`src/r2y_pkg.sv`:
```
// ----------------------------------------------------------------------------
// r2y_pkg
// Shared constants, types and the sample clamp for the RGB to YUV 4:2:0 packer.
// ----------------------------------------------------------------------------
package r2y_pkg;

	localparam int ADDR_W   = 25;
	localparam int CHROMA_W = 23;
	localparam int SUM_W    = 18;
	localparam int DIM_W    = 13;
	localparam int LAYOUT_W = 2;
	localparam int PADDR_W  = 4;
	localparam int PDATA_W  = 32;

	localparam int DEFAULT_MAX_WIDTH  = 4096;
	localparam int DEFAULT_MAX_HEIGHT = 4096;
	localparam int RESET_WIDTH        = 640;
	localparam int RESET_HEIGHT       = 480;

	localparam int QUEUE_DEPTH = 4;

	localparam logic [1:0] REG_WIDTH  = 2'd0;
	localparam logic [1:0] REG_HEIGHT = 2'd1;
	localparam logic [1:0] REG_LAYOUT = 2'd2;

	localparam logic [LAYOUT_W-1:0] LAYOUT_NV12 = 2'd0;
	localparam logic [LAYOUT_W-1:0] LAYOUT_NV21 = 2'd1;

	localparam logic [1:0] PLANE_Y = 2'd0;
	localparam logic [1:0] PLANE_U = 2'd1;
	localparam logic [1:0] PLANE_V = 2'd2;

	localparam logic signed [10:0] Y_OFFSET = 11'sd16;
	localparam logic signed [10:0] C_OFFSET = 11'sd128;

	typedef struct packed {
		logic                     chroma;
		logic [1:0]               plane_a;
		logic [1:0]               plane_b;
		logic [ADDR_W-1:0]        luma_addr;
		logic [ADDR_W-1:0]        addr_a;
		logic [ADDR_W-1:0]        addr_b;
		logic signed [SUM_W-1:0]  y_sum;
		logic signed [SUM_W-1:0]  u_sum;
		logic signed [SUM_W-1:0]  v_sum;
	} r2y_item_t;

	// floor(sum / 256) + offset, clamped to a byte
	function automatic logic [7:0] clamp_sample(input logic signed [SUM_W-1:0] sum,
		input logic signed [10:0] offset);
		logic signed [10:0] q;
		q = {sum[SUM_W-1], sum[SUM_W-1:8]};
		q = q + offset;
		if (q < 11'sd0) begin
			return 8'd0;
		end else if (q > 11'sd255) begin
			return 8'd255;
		end
		return q[7:0];
	endfunction

endpackage

```
`src/r2y_front.sv`:
```
// ----------------------------------------------------------------------------
// r2y_front
// Accepts pixels, tracks raster position, forms colour sums and addresses.
// ----------------------------------------------------------------------------
module r2y_front #(
	parameter int MAX_WIDTH  = r2y_pkg::DEFAULT_MAX_WIDTH,
	parameter int MAX_HEIGHT = r2y_pkg::DEFAULT_MAX_HEIGHT
) (
	input  logic                                clk,
	input  logic                                arst_n,
	input  logic                                pixel_valid,
	output logic                                pixel_ready,
	input  logic [23:0]                         pixel_rgb,
	input  logic [$clog2(MAX_WIDTH+1)-1:0]      ew,
	input  logic [$clog2(MAX_HEIGHT+1)-1:0]     eh,
	input  logic [r2y_pkg::ADDR_W-1:0]          area,
	input  logic [r2y_pkg::LAYOUT_W-1:0]        layout,
	output logic                                push_valid,
	input  logic                                push_ready,
	output r2y_pkg::r2y_item_t                  push_item
);

	localparam int CW = $clog2(MAX_WIDTH);
	localparam int RW = $clog2(MAX_HEIGHT);

	logic [CW-1:0]                   col_q;
	logic [RW-1:0]                   row_q;
	logic [r2y_pkg::ADDR_W-1:0]      luma_q;
	logic [r2y_pkg::CHROMA_W-1:0]    chroma_q;

	logic [CW:0]                     col_inc;
	logic [RW:0]                     row_inc;
	logic                            col_wrap;
	logic                            row_wrap;
	logic                            accept;
	logic                            chroma;
	logic signed [r2y_pkg::SUM_W-1:0] rs, gs, bs;
	logic [r2y_pkg::ADDR_W-1:0]      c_ext;
	logic [r2y_pkg::ADDR_W-1:0]      c_dbl;

	assign pixel_ready = push_ready;
	assign push_valid  = pixel_valid;
	assign accept      = pixel_valid && push_ready;

	assign chroma   = !col_q[0] && !row_q[0];
	assign col_inc  = {1'b0, col_q} + 1'b1;
	assign row_inc  = {1'b0, row_q} + 1'b1;
	assign col_wrap = col_inc >= (CW+1)'(ew);
	assign row_wrap = row_inc >= (RW+1)'(eh);

	assign rs = r2y_pkg::SUM_W'(pixel_rgb[23:16]);
	assign gs = r2y_pkg::SUM_W'(pixel_rgb[15:8]);
	assign bs = r2y_pkg::SUM_W'(pixel_rgb[7:0]);

	assign c_ext = r2y_pkg::ADDR_W'(chroma_q);
	assign c_dbl = {1'b0, chroma_q, 1'b0};

	always_comb begin
		push_item.chroma    = chroma;
		push_item.luma_addr = luma_q;
		push_item.y_sum = 18'sd66 * rs + 18'sd129 * gs + 18'sd25 * bs + 18'sd128;
		push_item.u_sum = 18'sd112 * bs - 18'sd38 * rs - 18'sd74 * gs + 18'sd128;
		push_item.v_sum = 18'sd112 * rs - 18'sd94 * gs - 18'sd18 * bs + 18'sd128;
		case (layout)
			r2y_pkg::LAYOUT_NV12: begin
				push_item.plane_a = r2y_pkg::PLANE_U;
				push_item.plane_b = r2y_pkg::PLANE_V;
				push_item.addr_a  = area + c_dbl;
				push_item.addr_b  = area + (c_dbl | r2y_pkg::ADDR_W'(1));
			end
			r2y_pkg::LAYOUT_NV21: begin
				push_item.plane_a = r2y_pkg::PLANE_V;
				push_item.plane_b = r2y_pkg::PLANE_U;
				push_item.addr_a  = area + c_dbl;
				push_item.addr_b  = area + (c_dbl | r2y_pkg::ADDR_W'(1));
			end
			default: begin
				push_item.plane_a = r2y_pkg::PLANE_U;
				push_item.plane_b = r2y_pkg::PLANE_V;
				push_item.addr_a  = area + c_ext;
				push_item.addr_b  = area + (area >> 2) + c_ext;
			end
		endcase
	end

	always_ff @(posedge clk or negedge arst_n) begin
		if (!arst_n) begin
			col_q    <= '0;
			row_q    <= '0;
			luma_q   <= '0;
			chroma_q <= '0;
		end else if (accept) begin
			if (!col_wrap) begin
				col_q    <= col_inc[CW-1:0];
				luma_q   <= luma_q + 1'b1;
				chroma_q <= chroma_q + r2y_pkg::CHROMA_W'(chroma);
			end else if (!row_wrap) begin
				col_q    <= '0;
				row_q    <= row_inc[RW-1:0];
				luma_q   <= luma_q + 1'b1;
				chroma_q <= chroma_q + r2y_pkg::CHROMA_W'(chroma);
			end else begin
				col_q    <= '0;
				row_q    <= '0;
				luma_q   <= '0;
				chroma_q <= '0;
			end
		end
	end

endmodule

```
`src/r2y_queue.sv`:
```
// ----------------------------------------------------------------------------
// r2y_queue
// Short register queue between the pixel front end and the result back end.
// ----------------------------------------------------------------------------
module r2y_queue (
	input  logic               clk,
	input  logic               arst_n,
	input  logic               push_valid,
	output logic               push_ready,
	input  r2y_pkg::r2y_item_t push_item,
	output logic               pop_valid,
	input  logic               pop_ready,
	output r2y_pkg::r2y_item_t pop_item
);

	localparam int AW = $clog2(r2y_pkg::QUEUE_DEPTH);

	r2y_pkg::r2y_item_t mem_q [r2y_pkg::QUEUE_DEPTH];
	logic [AW-1:0]      wr_q;
	logic [AW-1:0]      rd_q;
	logic [AW:0]        count_q;
	logic               push;
	logic               pop;

	assign push_ready = count_q != (AW+1)'(r2y_pkg::QUEUE_DEPTH);
	assign pop_valid  = count_q != '0;
	assign pop_item   = mem_q[rd_q];
	assign push       = push_valid && push_ready;
	assign pop        = pop_valid && pop_ready;

	always_ff @(posedge clk) begin
		if (push) begin
			mem_q[wr_q] <= push_item;
		end
	end

	always_ff @(posedge clk or negedge arst_n) begin
		if (!arst_n) begin
			wr_q    <= '0;
			rd_q    <= '0;
			count_q <= '0;
		end else begin
			if (push) begin
				wr_q <= wr_q + 1'b1;
			end
			if (pop) begin
				rd_q <= rd_q + 1'b1;
			end
			if (push && !pop) begin
				count_q <= count_q + 1'b1;
			end else if (pop && !push) begin
				count_q <= count_q - 1'b1;
			end
		end
	end

endmodule

```
`src/r2y_back.sv`:
```
// ----------------------------------------------------------------------------
// r2y_back
// Expands each queued pixel into its luma and chroma results, one a cycle unless stalled.
// ----------------------------------------------------------------------------
module r2y_back (
	input  logic                        clk,
	input  logic                        arst_n,
	input  logic                        pop_valid,
	output logic                        pop_ready,
	input  r2y_pkg::r2y_item_t          pop_item,
	output logic                        result_valid,
	input  logic                        result_ready,
	output logic [1:0]                  plane,
	output logic [r2y_pkg::ADDR_W-1:0]  address,
	output logic [7:0]                  sample,
	output logic                        last_of_pixel
);

	typedef enum logic [1:0] {
		STEP_Y,
		STEP_FIRST,
		STEP_SECOND
	} step_t;

	step_t                       step_q;
	logic                        out_valid_q;
	logic [1:0]                  plane_q;
	logic [r2y_pkg::ADDR_W-1:0]  address_q;
	logic [7:0]                  sample_q;
	logic                        last_q;

	logic                        load;
	logic                        emit;
	logic [1:0]                  sel_plane;
	logic [r2y_pkg::ADDR_W-1:0]  sel_addr;
	logic                        sel_last;
	logic [7:0]                  sel_sample;
	step_t                       step_next;

	assign load      = !out_valid_q || result_ready;
	assign emit      = load && pop_valid;
	assign pop_ready = load && sel_last;

	always_comb begin
		case (step_q)
			STEP_Y: begin
				sel_plane = r2y_pkg::PLANE_Y;
				sel_addr  = pop_item.luma_addr;
				sel_last  = !pop_item.chroma;
				step_next = STEP_FIRST;
			end
			STEP_FIRST: begin
				sel_plane = pop_item.plane_a;
				sel_addr  = pop_item.addr_a;
				sel_last  = 1'b0;
				step_next = STEP_SECOND;
			end
			default: begin
				sel_plane = pop_item.plane_b;
				sel_addr  = pop_item.addr_b;
				sel_last  = 1'b1;
				step_next = STEP_Y;
			end
		endcase
		case (sel_plane)
			r2y_pkg::PLANE_U: sel_sample = r2y_pkg::clamp_sample(pop_item.u_sum, r2y_pkg::C_OFFSET);
			r2y_pkg::PLANE_V: sel_sample = r2y_pkg::clamp_sample(pop_item.v_sum, r2y_pkg::C_OFFSET);
			default:          sel_sample = r2y_pkg::clamp_sample(pop_item.y_sum, r2y_pkg::Y_OFFSET);
		endcase
	end

	always_ff @(posedge clk or negedge arst_n) begin
		if (!arst_n) begin
			out_valid_q <= 1'b0;
			step_q      <= STEP_Y;
		end else if (load) begin
			out_valid_q <= pop_valid;
			if (emit) begin
				step_q <= sel_last ? STEP_Y : step_next;
			end
		end
	end

	always_ff @(posedge clk) begin
		if (emit) begin
			plane_q   <= sel_plane;
			address_q <= sel_addr;
			sample_q  <= sel_sample;
			last_q    <= sel_last;
		end
	end

	assign result_valid  = out_valid_q;
	assign plane         = plane_q;
	assign address       = address_q;
	assign sample        = sample_q;
	assign last_of_pixel = last_q;

endmodule

```
`src/rgb_to_yuv420_packer.sv`:
```
// ----------------------------------------------------------------------------
// rgb_to_yuv420_packer
// RGB pixel stream to BT.601 YUV 4:2:0 samples with NV12, NV21 or I420 addresses.
// ----------------------------------------------------------------------------
// Pixels enter on pixel_valid/pixel_ready in raster order, one per accepted
// item. Each pixel gives a luma result; pixels on even rows and even columns
// give two chroma results after it. Results leave on result_valid/result_ready
// with plane, buffer address, sample and a flag on the last result of a pixel.
// A pixel is taken into a four-entry queue; from the queue entry its first result
// is registered at the output. The result port moves one result a cycle unless
// result_ready stalls it, so a pixel gives one result, or three with chroma.
// Frame size and layout must be set over the APB port while the stream is idle;
// the block does not enforce it. The luma area is recomputed on the write itself.
// Reset returns 640 by 480, NV12, and the start of a frame; no clearing pass.
// A stalled receiver holds the current result; the queue keeps taking pixels
// until it fills, after which pixel_ready falls.
// ----------------------------------------------------------------------------
module rgb_to_yuv420_packer #(
	parameter int MAX_WIDTH  = r2y_pkg::DEFAULT_MAX_WIDTH,
	parameter int MAX_HEIGHT = r2y_pkg::DEFAULT_MAX_HEIGHT
) (
	input  logic                          clk,
	input  logic                          arst_n,
	input  logic                          psel,
	input  logic                          penable,
	input  logic                          pwrite,
	input  logic [r2y_pkg::PADDR_W-1:0]   paddr,
	input  logic [r2y_pkg::PDATA_W-1:0]   pwdata,
	output logic [r2y_pkg::PDATA_W-1:0]   prdata,
	output logic                          pready,
	input  logic                          pixel_valid,
	output logic                          pixel_ready,
	input  logic [23:0]                   pixel_rgb,
	output logic                          result_valid,
	input  logic                          result_ready,
	output logic [1:0]                    plane,
	output logic [r2y_pkg::ADDR_W-1:0]    address,
	output logic [7:0]                    sample,
	output logic                          last_of_pixel
);

	localparam int EW_W = $clog2(MAX_WIDTH + 1);
	localparam int EH_W = $clog2(MAX_HEIGHT + 1);
	localparam int RST_EW = (r2y_pkg::RESET_WIDTH > MAX_WIDTH) ? MAX_WIDTH
		: r2y_pkg::RESET_WIDTH;
	localparam int RST_EH = (r2y_pkg::RESET_HEIGHT > MAX_HEIGHT) ? MAX_HEIGHT
		: r2y_pkg::RESET_HEIGHT;
	localparam logic [r2y_pkg::ADDR_W-1:0] RST_AREA = r2y_pkg::ADDR_W'(RST_EW * RST_EH);

	logic [r2y_pkg::DIM_W-1:0]     fw_q;
	logic [r2y_pkg::DIM_W-1:0]     fh_q;
	logic [r2y_pkg::LAYOUT_W-1:0]  layout_q;
	logic [EW_W-1:0]               ew_q;
	logic [EH_W-1:0]               eh_q;
	logic [r2y_pkg::ADDR_W-1:0]    area_q;

	logic                          wr;
	logic [1:0]                    idx;
	logic [r2y_pkg::DIM_W-1:0]     new_fw;
	logic [r2y_pkg::DIM_W-1:0]     new_fh;
	logic [EW_W-1:0]               new_ew;
	logic [EH_W-1:0]               new_eh;
	logic [EW_W+EH_W-1:0]          prod;

	logic                          push_valid;
	logic                          push_ready;
	r2y_pkg::r2y_item_t            push_item;
	logic                          pop_valid;
	logic                          pop_ready;
	r2y_pkg::r2y_item_t            pop_item;

	assign pready = 1'b1;
	assign idx    = paddr[3:2];
	assign wr     = psel && penable && pwrite;

	always_comb begin
		new_fw = (wr && idx == r2y_pkg::REG_WIDTH) ? pwdata[r2y_pkg::DIM_W-1:0] : fw_q;
		new_fh = (wr && idx == r2y_pkg::REG_HEIGHT) ? pwdata[r2y_pkg::DIM_W-1:0] : fh_q;
		if (new_fw < r2y_pkg::DIM_W'(2)) begin
			new_ew = EW_W'(2);
		end else if ({1'b0, new_fw} > (r2y_pkg::DIM_W+1)'(MAX_WIDTH)) begin
			new_ew = EW_W'(MAX_WIDTH);
		end else begin
			new_ew = EW_W'(new_fw);
		end
		if (new_fh < r2y_pkg::DIM_W'(2)) begin
			new_eh = EH_W'(2);
		end else if ({1'b0, new_fh} > (r2y_pkg::DIM_W+1)'(MAX_HEIGHT)) begin
			new_eh = EH_W'(MAX_HEIGHT);
		end else begin
			new_eh = EH_W'(new_fh);
		end
		prod = (EW_W+EH_W)'(new_ew) * (EW_W+EH_W)'(new_eh);
	end

	always_comb begin
		case (idx)
			r2y_pkg::REG_WIDTH:  prdata = r2y_pkg::PDATA_W'(fw_q);
			r2y_pkg::REG_HEIGHT: prdata = r2y_pkg::PDATA_W'(fh_q);
			r2y_pkg::REG_LAYOUT: prdata = r2y_pkg::PDATA_W'(layout_q);
			default:             prdata = '0;
		endcase
	end

	always_ff @(posedge clk or negedge arst_n) begin
		if (!arst_n) begin
			fw_q     <= r2y_pkg::DIM_W'(r2y_pkg::RESET_WIDTH);
			fh_q     <= r2y_pkg::DIM_W'(r2y_pkg::RESET_HEIGHT);
			layout_q <= r2y_pkg::LAYOUT_NV12;
			ew_q     <= EW_W'(RST_EW);
			eh_q     <= EH_W'(RST_EH);
			area_q   <= RST_AREA;
		end else if (wr) begin
			fw_q   <= new_fw;
			fh_q   <= new_fh;
			ew_q   <= new_ew;
			eh_q   <= new_eh;
			area_q <= r2y_pkg::ADDR_W'(prod);
			if (idx == r2y_pkg::REG_LAYOUT) begin
				layout_q <= pwdata[r2y_pkg::LAYOUT_W-1:0];
			end
		end
	end

	r2y_front #(
		.MAX_WIDTH  (MAX_WIDTH),
		.MAX_HEIGHT (MAX_HEIGHT)
	) u_front (
		.clk         (clk),
		.arst_n      (arst_n),
		.pixel_valid (pixel_valid),
		.pixel_ready (pixel_ready),
		.pixel_rgb   (pixel_rgb),
		.ew          (ew_q),
		.eh          (eh_q),
		.area        (area_q),
		.layout      (layout_q),
		.push_valid  (push_valid),
		.push_ready  (push_ready),
		.push_item   (push_item)
	);

	r2y_queue u_queue (
		.clk        (clk),
		.arst_n     (arst_n),
		.push_valid (push_valid),
		.push_ready (push_ready),
		.push_item  (push_item),
		.pop_valid  (pop_valid),
		.pop_ready  (pop_ready),
		.pop_item   (pop_item)
	);

	r2y_back u_back (
		.clk           (clk),
		.arst_n        (arst_n),
		.pop_valid     (pop_valid),
		.pop_ready     (pop_ready),
		.pop_item      (pop_item),
		.result_valid  (result_valid),
		.result_ready  (result_ready),
		.plane         (plane),
		.address       (address),
		.sample        (sample),
		.last_of_pixel (last_of_pixel)
	);

endmodule
```
`config.mk`:
```
export PLATFORM = sky130hd
export DESIGN_NAME = rgb_to_yuv420_packer
export DESIGN_NICKNAME = d
export VERILOG_FILES = /design/src/r2y_pkg.sv /design/src/r2y_front.sv /design/src/r2y_queue.sv /design/src/r2y_back.sv /design/src/rgb_to_yuv420_packer.sv
export SDC_FILE = /design/constraint.sdc
export NUM_CORES = 2
export LEC_CHECK = 0
export ABC_AREA = 0
export BUFFER_PORTS_ARGS = -buffer_cell sky130_fd_sc_hd__clkbuf_2
export CORE_MARGIN = 3
export CORE_UTILIZATION = 60
export CTS_BUF_LIST = sky130_fd_sc_hd__clkbuf_4 sky130_fd_sc_hd__clkbuf_8
export CTS_CLUSTER_DIAMETER = 50
export DETAILED_ROUTE_END_ITERATION = 10
export GPL_TIMING_DRIVEN = 0
export PLACE_DENSITY = 0.77
export RECOVER_POWER = 50
export SYNTH_ARGS = -nofsm -noshare
export SYNTH_HDL_FRONTEND = slang
export SYNTH_SLANG_ARGS = --single-unit
```
`constraint.sdc`:
```
create_clock -name clk -period 8.65 [get_ports clk]
set_input_delay 0.865 -clock clk [delete_from_list [all_inputs] [get_ports clk]]
set_output_delay 0.865 -clock clk [all_outputs]
set_load 0.005 [all_outputs]
```
======== Word-level counts from Yosys, hierarchy flattened ========
Memories as Yosys holds them, arrays and structs flattened.
Cells that the tools add are included.
cells by class
  multipliers ............................. 10
  reduce and logical (&&, ||, !) cells .... 28
  mux-type cells .......................... 43
  order comparisons ....................... 12
  add/sub/neg operators ................... 25
  equality and inequality tests ........... 7
operators with widths
  kind                   count
  $mux 13                6
  $add 25x23->25         3
  $mux 8                 9
  $sub 18x18->18         4
  $add 18x9->18 const B  3
  $add 25x24->25         2
  $mux 25                2
  $mux 50                1
  $pmux 25 s2            1
  $mux 23                2
  $mul 6x8->14 const A   3
  $pmux 13 s3            1
  $add 18x18->18         2
  $gt 11x9->1 const B    3
  $lt 11x1->1 const B    3
  $add 12x1->13 const B  2
  $ge 13x13->1           2
  $gt 13x13->1 const B   2
  $lt 13x2->1 const B    2
  $mul 5x8->13 const A   2
  $add 25x1->25 const B  1
  $mul 13x13->25         1
  $mux 12                2
  $add 23x1->23          1
  other kinds (26)       65
storage, ports and cells
  register bits after elaboration ......... 197
  memories kept ........................... 1
  RAM bits ................................ 536
  output and inout port bits .............. 71
  bits of input ports ..................... 67
memory list
  name           words  width  rd ports  clocked after memory_dff  wr ports  line             source
  u_queue.mem_q  4      134    1         0                         1         r2y_queue.sv:18  r2y_pkg::r2y_item_t mem_q [r2y_pkg::QUEUE_DEPTH];

======== Longest topological paths before layout ========
  depth in word-level cells ............... 8
  depth in mapped cells ................... 29
  depth with buffers taken out ............ 29

======== By module ========
Synthesis repeated with hierarchy kept, for this count alone.
second synthesis, totals
  cell total of the unflattened synthesis .. 4090
  area total of the unflattened synthesis .. 48285.1 um^2
by module, submodules not included
  module                area each (um^2)  instances  cells each
  r2y_queue             19701.4           1          735
  r2y_front             17305.3           1          2120
  rgb_to_yuv420_packer  8988.6            1          1015
  r2y_back              2289.7            1          220

======== Worst setup path before layout ========
Ideal clock, no wire load.
  path type ............................... input-to-reg
  start point ............................. input port paddr[3] in the netlist's numbering
  end point ............................... register area_q[23] in the netlist's numbering
  arrival ................................. 7.581 ns
  required time ........................... 8.532 ns
  path slack .............................. 0.951 ns
  stages on the path ...................... 28
  library setup time ...................... 0.118 ns
  cells stage by stage .................... buf_4 > nor3_4 > mux2_2 > or4_4 > nor3_4 > nor2_1 > a21oi_4 > nand2b_4 > nor2_1 > fa_1 > inv_1 > fa_1 > inv_1 > fa_1 > inv_1 > fa_1 > fa_1 > inv_1 > ha_1 > nand3_1 > o2111ai_1 > a31oi_1 > o31ai_1 > a31oi_1 > o21bai_1 > mux2i_1 > a21oi_1 > a21o_1
between the ends
  cells in the longest elaborated chain, start to end .. 7
RTL lines
  element                                               line                                                    source
  start: declaration                                    rgb_to_yuv420_packer.sv:27                              input logic [r2y_pkg::PADDR_W-1:0] paddr,
  $eq 2x1->1 / $logic_not 2->1 (equally long branches)  rgb_to_yuv420_packer.sv:78, rgb_to_yuv420_packer.sv:77
  $logic_and 1x1->1 (on tied branches)                  rgb_to_yuv420_packer.sv:78, rgb_to_yuv420_packer.sv:77
  $mux 13 (on tied branches)                            rgb_to_yuv420_packer.sv:78, rgb_to_yuv420_packer.sv:77
  $gt 13x13->1 (on tied branches)                       rgb_to_yuv420_packer.sv:88, rgb_to_yuv420_packer.sv:81
  $mux 13 (on tied branches)                            rgb_to_yuv420_packer.sv:88, rgb_to_yuv420_packer.sv:81
  $mux 13 (on tied branches)                            rgb_to_yuv420_packer.sv:86, rgb_to_yuv420_packer.sv:79
  $mul 13x13->25 (*)                                    rgb_to_yuv420_packer.sv:93                              prod = (EW_W+EH_W)'(new_ew) * (EW_W+EH_W)'(new_eh);
  end signal: assignment                                rgb_to_yuv420_packer.sv:118                             area_q <= r2y_pkg::ADDR_W'(prod);
  end: declaration                                      rgb_to_yuv420_packer.sv:55                              logic [r2y_pkg::ADDR_W-1:0] area_q;
Every way passes the cells marked *; elsewhere a longest branch is shown, timed or not.
A chain may end at the register's enable or synchronous reset.

======== Worst setup path after layout ========
  start point ............................. input port psel
  end point ............................... register area_q[23] in the netlist's numbering
between the ends
  cells in the longest elaborated chain, start to end .. 8
RTL lines
  element                               line                                                    source
  start: declaration                    rgb_to_yuv420_packer.sv:24                              input logic psel,
  $logic_and 1x1->1 (*) (2 in series)   rgb_to_yuv420_packer.sv:74                              assign wr = psel && penable && pwrite;
  $logic_and 1x1->1 (on tied branches)  rgb_to_yuv420_packer.sv:77, rgb_to_yuv420_packer.sv:78
  $mux 13 (on tied branches)            rgb_to_yuv420_packer.sv:77, rgb_to_yuv420_packer.sv:78
  $gt 13x13->1 (on tied branches)       rgb_to_yuv420_packer.sv:81, rgb_to_yuv420_packer.sv:88
  $mux 13 (on tied branches)            rgb_to_yuv420_packer.sv:81, rgb_to_yuv420_packer.sv:88
  $mux 13 (on tied branches)            rgb_to_yuv420_packer.sv:79, rgb_to_yuv420_packer.sv:86
  $mul 13x13->25                        rgb_to_yuv420_packer.sv:93
Marks and branches as above.

==> results.cfg <==
[status]
run_status = complete, but fails checks
violations = max-capacitance violations, max-slew violations

[hold_path]
hold-path-cell-count = 4
hp-class = primary input to flop

[routing]
viasPerCell = 5.79
avgRoutedWirePerCell_um = 20.1
drtAntennaViolNets = 0
drt_iter0_drc = 2357
vias = 29200
drc_errors = 0
wl_um = 101000
first_pass_iters = 7

[worst_setup_path]
path_buf_inv = 7
crit_required_ps = 9220
path_delay_family = adder cells
r2r_slack_ps = 760
cp.arrival_ps = 8870
cp.depth = 28
cpPeakStageDelay_ps = 560
path_common_cell = fa_1
crit_fanout = 10
critPathKind = primary input to flop
cp-end-kind = flop
startpoint_type = primary input
reg2reg_depth = 26
crit_slowest_cell = fa_1

[yosys]
yosys.area_share.adder = 0.223
synth_simple_gate_area_frac = 0.0956
synthTopCellsByArea = edfxtp_1, ha_1, fa_1, dfrtp_1, mux4_2
ys_ff_latch = 629
synth_top_family_by_area = adder cells
synth_compound_area_frac = 0.0836
synth_area_um2 = 43100
synth_mux_area_frac = 0.0746
synth_area_per_cell_um2 = 11.4
synth-edff-count = 468
ys_warn_count = 0
synth_cells = 3792
ys_seq_area_frac = 0.420
synthXorXnorAreaFrac = 0.0487
netlist.area_leader.share = 0.326
synth_ff_type = edfxtp_1
async_flop_share = 0.256
synth_top_area_cell = edfxtp_1
ys_types = 76

[floorplan]
die_y_um = 274
rows = 97
die_w_um = 274
start_util = 0.611
num_io_pins = 138
design.core.area_um2 = 70600
die-area_um2 = 75100

[grt]
grt_pass1_vias = 29600
grt_max_degree = 98
antenna_found_initial = 3
grt_usage = 0.277
grt_remaining_overflow = 0
grt_pass1_wl_um = 161000

[sta]
skew_ps = 46.2
finalCriticalPeriod_ps = 8300
final-max-slew-violation-count = 494
rsz0062_at_grt = no
fmax_mhz = 120
period_share = 0.959
finalHoldViolCount = 0
worstMarginPinSlew_ps = 4690
finalSetupViolations = 0
relSlewSlack = -2.13
worst_slack_ps = 351

[place]
dp_hpwl_um = 77800
gp_congestion = 0.954
port_buffers = 94
dpl-instance-area_um2 = 45100
dp_slack_ps = -204

[clocking]
cts_buffer_depth = 3
clkLatencyLatePin_ps = 710
clockRootBuffer = clkbuf_8
hold_buffers = 0
cts_tree = done
cts_setup_buffers = 0
h-tree-depth = 3
path_clk_slew_ps = 60
post_cts_resized = 0
cts_buffers = 100
clock-sinks = 629

[finish]
nets = 4715
drive_gt1_frac = 0.112
final_cell_area_um2 = 47100
synthToLayoutAreaGrowth_pct = 9.21
fill_cells = 5288
seqCellArea_um2 = 18100
multi_input_area_um2 = 22700
fin_util = 0.667

[pwr]
ir_drop_v = 0.000367
p_per_area_nw_per_um2 = 368
finalPower_mw = 17.3
p_leak_nw = 20.5

[run]
maxCapViolations = 10
state kept, by name, summed over array words and instances (netlist names):
register              cells
u_queue.mem_q           432
area_q                   25
u_back.address           25
u_front.luma_q           25
u_front.chroma_q         23
eh_q                     13
ew_q                     13
fh_q                     13
fw_q                     13
u_front.col_q            12
u_front.row_q            12
u_back.sample             8
u_queue.count_q           3
layout_q                  2
u_back.plane              2
u_back.step_q             2
u_queue.rd_q              2
u_queue.wr_q              2
u_back.last_of_pixel      1
u_back.result_valid       1
worst register-to-register path, delay by kind of cell, from the launching register on:
family	cells	cell delay, ps
flops	1	420
simple gates	5	1140
fa+ha+maj	6	2920
mux	1	360
buf+inv	4	630
compound gates	9	2030
xor+xnor	1	230
metal layers:
metal	wire, um	part of all wire	GRT usage	vias to the layer above
met4	3120	0.031	0.0904	0
li1	-	-	-	13600
met3	6060	0.060	0.0372	176
met2	49300	0.49	0.461	953
met1	43000	0.42	0.379	14400
met5	0	0	0	-
layout make-up:
type,count,area share
antenna,2,0.000106
buffer,129,0.0127
clock buffer,138,0.0363
clock inverter,48,0.00967
inverter,466,0.0371
multi-input combinational,2586,0.483
sequential,629,0.384
tap,940,0.0250
timing repair buffer,102,0.0118
Yosys cell counts (32+ instances only):
| cell | instances |
|---|---|
| inv_1 | 463 |
| xor2_1 | 97 |
| fa_1 | 225 |
| o21ai_0 | 211 |
| nand3_1 | 61 |
| nor2_1 | 258 |
| nand2b_1 | 32 |
| o21bai_1 | 46 |
| edfxtp_1 | 468 |
| clkbuf_1 | 82 |
| a21oi_1 | 166 |
| nor3_1 | 42 |
| mux4_2 | 108 |
| a21o_1 | 58 |
| nand2_1 | 343 |
| dfrtp_1 | 145 |
| ha_1 | 409 |
| xnor2_1 | 143 |
| mux2i_1 | 66 |
placed cells by master, fill, tap and decap left out, types with 143 or more instances in the layout:
master	netlist	layout
edfxtp_1	468	468
dfrtp_1	145	145
xnor2_1	143	143
o21ai_0	211	211
ha_1	409	409
a21oi_1	166	166
nor2_1	258	258
inv_1	463	465
nand2_1	343	343
fa_1	225	225
stage by stage:
step           hold WS, ps  setup TNS [ps]  cells
4_1_cts                108               0   5038
3_3_place_gp           468            -167   4844
3_5_place_dp           473            -282   4852
5_1_grt                395               0   5040
6_report               406               0   5040
2_1_floorplan          449               0   3810
report_power, final:
part	internal (mW)	total, mW	switching [mW]
registers	5.21	5.65	0.436
clock network	1.51	2.69	1.18
logic	3.42	8.98	5.56
total	10.1	17.3	7.18
path summary, 6_finish.rpt:
path / startpoint / end
min reg2reg: ew_q[1]$_DFFE_PN0P_ / ew_q[1]$_DFFE_PN0P_
min in group asynchronous: arst_n / u_front.row_q[2]$_DFFE_PN0P_
max reg2reg: fh_q[3]$_DFFE_PN0P_ / area_q[24]$_DFFE_PN0P_
max in group asynchronous: arst_n / u_queue.rd_q[0]$_DFFE_PN0P_
max: psel / area_q[23]$_DFFE_PN0P_
min: result_ready / u_back.result_valid$_DFFE_PN0N_
logic make-up (layout without fill, tap and decap cells):
group                    after synthesis  after routing
AO/OA/AOI/OAI                        602            602
XOR/XNOR                             240            240
adder cells (fa/ha/maj)              634            634
buffers and inverters                595            883
flip-flops                           629            629
multiplexers                         185            185
other                                  2             22
AND/OR/NAND/NOR                      905            905
(Power assumes the default switching activity.)
